$ cat src/hw/rtl/oaht_pkg.sv
// Shared types, codes and defaults for the open-addressed hash table core.
// Used by the controller, the datapath and the top level; no dependencies.
package oaht_pkg;

    // parameter defaults
    localparam int TABLE_ENTRIES_DEF = 101;
    localparam int MAX_PROBES_DEF    = 20;
    localparam int KEY_BYTES_DEF     = 15;

    // linear term of the probe polynomial j*j + 23*j
    localparam int PROBE_LINEAR = 23;

    // fixed field geometry
    localparam int KEY_BYTES_MAX = 15;
    localparam int KEY_W         = 8 * KEY_BYTES_MAX;
    localparam int BYTE_IDX_W    = 4;

    // operation codes
    localparam logic [1:0] KIND_ADD    = 2'd0;
    localparam logic [1:0] KIND_REMOVE = 2'd1;
    localparam logic [1:0] KIND_FIND   = 2'd2;

    // result status codes
    localparam logic [2:0] ST_INSERTED  = 3'd0;
    localparam logic [2:0] ST_ADD_FAIL  = 3'd1;
    localparam logic [2:0] ST_FOUND     = 3'd2;
    localparam logic [2:0] ST_NOT_FOUND = 3'd3;
    localparam logic [2:0] ST_REMOVED   = 3'd4;
    localparam logic [2:0] ST_REM_MISS  = 3'd5;

    typedef logic [6:0] slot_t;
    typedef logic [KEY_BYTES_MAX-1:0][7:0] key_t;

    typedef struct packed {
        logic [1:0]  kind;
        logic [3:0]  key_length;
        logic [63:0] key_lo;
        logic [55:0] key_hi;
    } in_item_t;

    typedef struct packed {
        logic [2:0] status;
        slot_t      slot;
    } out_item_t;

    // controller to datapath
    typedef struct packed {
        logic clear;
        logic load;
        logic hash;
        logic modr;
        logic probe;
        logic out_load;
    } dp_cmd_t;

    // datapath to controller
    typedef struct packed {
        logic clear_last;
        logic hash_last;
        logic mod_last;
        logic op_none;
        logic hit;
        logic miss;
    } dp_sts_t;

endpackage

$ cat src/hw/rtl/oaht_ctrl.sv
// Sequencer of the hash table core: clear sweep, hash, remainder, probe, result.
// Depends on oaht_pkg for the command and status structs.
module oaht_ctrl (
    input  logic              clk,
    input  logic              rst_n,
    input  logic              req_valid,
    output logic              req_stall,
    output logic              rsp_valid,
    input  logic              rsp_stall,
    output oaht_pkg::dp_cmd_t cmd,
    input  oaht_pkg::dp_sts_t sts
);

    typedef enum logic [2:0] {
        S_CLEAR,
        S_IDLE,
        S_HASH,
        S_MOD,
        S_PROBE,
        S_DONE
    } state_t;

    state_t state_reg;
    state_t state_next;
    logic   out_valid_reg;
    logic   out_valid_next;

    // next state and commands
    always_comb
    begin
        cmd        = '0;
        state_next = state_reg;
        unique case (state_reg)
            S_CLEAR:
            begin
                cmd.clear = 1'b1;
                if (sts.clear_last)
                begin
                    state_next = S_IDLE;
                end
            end
            S_IDLE:
            begin
                if (req_valid)
                begin
                    cmd.load   = 1'b1;
                    state_next = S_HASH;
                end
            end
            S_HASH:
            begin
                cmd.hash = 1'b1;
                if (sts.hash_last)
                begin
                    state_next = S_MOD;
                end
            end
            S_MOD:
            begin
                cmd.modr = 1'b1;
                if (sts.mod_last)
                begin
                    state_next = sts.op_none ? S_DONE : S_PROBE;
                end
            end
            S_PROBE:
            begin
                cmd.probe = 1'b1;
                if (sts.hit || sts.miss)
                begin
                    state_next = S_DONE;
                end
            end
            S_DONE:
            begin
                if (!out_valid_reg || !rsp_stall)
                begin
                    cmd.out_load = 1'b1;
                    state_next   = S_IDLE;
                end
            end
            default:
            begin
                state_next = S_IDLE;
            end
        endcase
    end

    // output beat valid
    always_comb
    begin
        priority if (cmd.out_load)
        begin
            out_valid_next = 1'b1;
        end
        else if (!rsp_stall)
        begin
            out_valid_next = 1'b0;
        end
        else
        begin
            out_valid_next = out_valid_reg;
        end
    end

    // state and registered outputs
    always_ff @(posedge clk or negedge rst_n)
    begin
        if (!rst_n)
        begin
            state_reg     <= S_CLEAR;
            out_valid_reg <= 1'b0;
        end
        else
        begin
            state_reg     <= state_next;
            out_valid_reg <= out_valid_next;
        end
    end

    assign req_stall = (state_reg != S_IDLE);
    assign rsp_valid = out_valid_reg;

endmodule

$ cat config.mk
export PLATFORM = sky130hd
export DESIGN_NAME = oaht_ctrl
export DESIGN_NICKNAME = d
export VERILOG_FILES = /design/src/hw/rtl/oaht_pkg.sv /design/src/hw/rtl/oaht_ctrl.sv
export SDC_FILE = /design/constraint.sdc
export NUM_CORES = 1
export LEC_CHECK = 0
export ABC_CLOCK_PERIOD_IN_PS = 3890
export BUFFER_PORTS_ARGS = -buffer_cell sky130_fd_sc_hd__buf_2
export CORE_AREA = 5 5 42 44
export CTS_BUF_LIST = sky130_fd_sc_hd__clkbuf_4
export DETAILED_ROUTE_END_ITERATION = 10
export DIE_AREA = 0 0 47 49
export SYNTH_ARGS = -nofsm -noshare
export SYNTH_HDL_FRONTEND = slang
export SYNTH_SLANG_ARGS = --single-unit
export TNS_END_PERCENT = 20
$ cat constraint.sdc
create_clock -name clk -period 3.89 [get_ports clk]
set_clock_uncertainty 0.15 [all_clocks]
set_input_delay 0.778 -clock clk [delete_from_list [all_inputs] [get_ports clk]]
set_output_delay 0.778 -clock clk [all_outputs]
set_load 0.02 [all_outputs]
Word level (Yosys, flattened, before mapping) --
Index checks and enable logic that the tools add are counted.
Word-level totals: word-level logic and storage cells 39, register bits after elaboration 4, input port bits 10, output and inout port bits 8
Cells by class: reduce and logical (&&, ||, !) cells 6, equality and inequality tests 13, muxes and demuxes 18
Operator list (number):
- $mux W3 | 6
- $pmux W3 S6 | 1
- $ne A2 B2 Y1 const B | 6
- $mux W1 | 11
- $eq A3 B2 Y1 const B | 2
- $eq A3 B3 Y1 const B | 2
- $reduce_and A6 Y1 | 1
- $eq A3 B1 Y1 const B | 1
- $logic_not A3 Y1 | 1
- $ne A3 B1 Y1 const B | 1
- $logic_not A1 Y1 | 2
- $logic_or A1 B1 Y1 | 2
- $ne A2 B1 Y1 const B | 1

Longest topological paths before layout --
depth after elaboration 5, mapped depth 4, mapped depth without buffers 3

Worst setup path after synthesis --
OpenSTA, ideal clock, no wires.
path kind register to output, start reg state_reg[1], end out cmd[4] (netlist bit), cell stages (with the launch flop) 3, setup slack 1.894 ns, arrival time 1.068 ns, path through dfrtp_1 > or3_4 > nor2_2
RTL lines:
- start: declaration | line oaht_ctrl.sv:23 | state_t state_reg;
- start signal: assignment | line oaht_ctrl.sv:116 | state_reg <= state_next;
- end: declaration | line oaht_ctrl.sv:10 | output oaht_pkg::dp_cmd_t cmd,

==> results.yml <==
run_status:
  status: "completed"
setup_path:
  slowest_delay_ns: 0.52
  worst_setup_path_end_kind: "output pin"
  cp_slowest_cell: "dfrtp_1"
  required_ns: 2.96
  critical_path_class: "reg -> out"
  worstPathMaxFanout: 12
  crit_chain: "inv_1, or3_4, nor2_2, buf_2"
  cp.arrival_ns: 1.48
  rrSetupSlack_ns: 2.57
  start_kind: "register"
  crit_buf_inv: 2
  critPathTopFamily: "flip-flops"
route:
  routed_wirelength_um: 649
  routedWlPerCell_um: 9.833
  vias: 275
  first_pass_iters: 4
  ant_nets: 0
  route.detailed.drc: 0
  viasPerCell: 4.167
  first_iter_violations: 3
timing:
  tightestPinTransition_ns: 0.3601
  tns_ns: 0
  finalCritPeriodShare_pct: 61.85
  period_needed_ns: 2.406
  finalSetupViolations: 0
  drv_slew: 0
  hold_violations: 0
  clock.fmax_mhz: 415.7
  grt_setup_unrepaired: "no"
  worst_slack_ns: 1.484
  relSlewSlack_pct: 75.77
  holdWs_ns: 0.1954
power_and_ir_drop:
  powerDensity_nw_per_um2: 817.5
  peakVddDrop_uv: 190.2
  p_leak_uw: 0.0002099
job:
  cap_violations: 0
floorplan:
  core_sq_um: 1401
  start_util_pct: 19.64
  die_y_um: 49
  die_w_um: 47
  num_rows: 14
  die_area_sq_um: 2303
  io_pins: 18
clocking:
  clockBufferDepth: 2
  clk_pin_slew_ns: 0.04
  cts_root_buffer: "clkbuf_4"
  post_cts_resize_count: 0
  cts_buffers: 3
  tritoncts: "yes"
  h-tree-depth: 1
  post_cts_buffers: 0
  holdBufCountCts: 0
  clkLatencyLatePin_ns: 0.23
  cts_sinks: 4
synth:
  yosys_warnings: 0
  synth_cell_types: 20
  syn_inst: 32
  syn_area_per_cell_sq_um: 8.602
  synth_nets: 42
  ys_seq_elements: 4
  ys_seq_area_share_pct: 36.36
  syn-cell-area_sq_um: 275.3
final_layout:
  largest_reg_flops: 3
  syn2layout_area_growth_pct: 40.91
  layout.nets: 62
  final_cells: 66
  drive_gt1_share_pct: 52.00
  diodes: 0
  post-route-util_pct: 27.68
global_routing:
  grt_usage_pct: 6.290
  grt_pass1_vias: 253
  grt_start_max_net_pins: 13
  grt_pass1_wl_um: 1014
  antenna_found_initial: 0
  overflow: 0
worst_hold_path:
  min_path_type: "in -> async"
placed_design:
  dp_hpwl_um: 549.6
  dp.cells: 63
  dp_slack_ns: 1.726
  globalplace.congestion: 0.7544
  port_buffers: 17
[cell type report]
class                   count  area, sq um
repair buffers             17        85.08
clock buffers               3        22.52
fillers                   172         1013
well taps                  16        20.02
flip-flops and latches      4        100.1
inverters                   2        7.507
multi-input cells          24        152.6
[report_power, final]
part	total [uW]	switching (uW)	internal (uW)
registers	96.7	35.2	61.5
logic	171	97.2	73.5
clock network	49.7	15.3	34.4
[final timing paths]
path / endpoint / cells past startpoint / start
setup / recovery: cmd[4] / 4 / state_reg[0]
hold / removal: state_reg[1] / 1 / rst_n
setup reg to reg: state_reg[0] / 3 / state_reg[0]
hold reg to reg: rsp_valid / 2 / rsp_valid
max in group asynchronous: rsp_valid / 1 / rst_n
min in group clk: rsp_valid / 2 / rsp_valid
[logic make-up after synthesis]
| kind of cell | count (synthesis) | synth area share [%] |
|---|---|---|
| AOI/OAI and AO/OA | 8 | 20.91 |
| buffers and inverters | 4 | 8.181 |
| DFF | 4 | 36.37 |
| and+or+nand+nor | 16 | 34.55 |
[cell usage after synthesis]
cell	n	area, sq um
dfrtp_1	4	100.1
nor2_1	4	15.01
a21oi_1	3	15.01
nand2_1	3	11.26
buf_4	2	15.01
inv_1	2	7.510
a211oi_2	1	12.51
a21o_1	1	7.510
a21oi_2	1	8.760
a311oi_1	1	8.760
nand2b_1	1	6.260
nand2b_4	1	13.76
nand3b_1	1	7.510
nor2_2	1	6.260
nor3_1	1	5.000
nor4_1	1	6.260
o21ai_0	1	5.000
or2_1	1	6.260
or2_2	1	6.260
or3_4	1	11.26
[metal layers]
metal / track usage [%] / vias to the layer above / wire length, um
met5: 0 / - / 0
met4: 5.530 / 0 / 0
met3: 2.583 / 0 / 75
met2: 9.050 / 12 / 316
met1: 6.667 / 118 / 257
li1: - / 145 / -
[metrics by stage]
stage                     power, uW  cell area [sq um]
after floorplan               226.6              275.3
after global placement        269.6              365.4
after detailed placement      270.1              365.4
after CTS                     323.3              387.9
after global routing          346.1              387.9
final                         317.1              387.9
[cells in the final DEF (no fill, tap or decap), drive strengths merged]
cell type	instances
buf	17
nor2	5
dfrtp	4
a21oi	4
nand2	3
clkbuf	3
inv	2
nand2b	2
or2	2
or3	1
nor3	1
o21ai	1
nand3b	1
nor4	1
a211oi	1
a311oi	1
a21o	1
No activity file was read; power rests on OpenSTA's default activity.
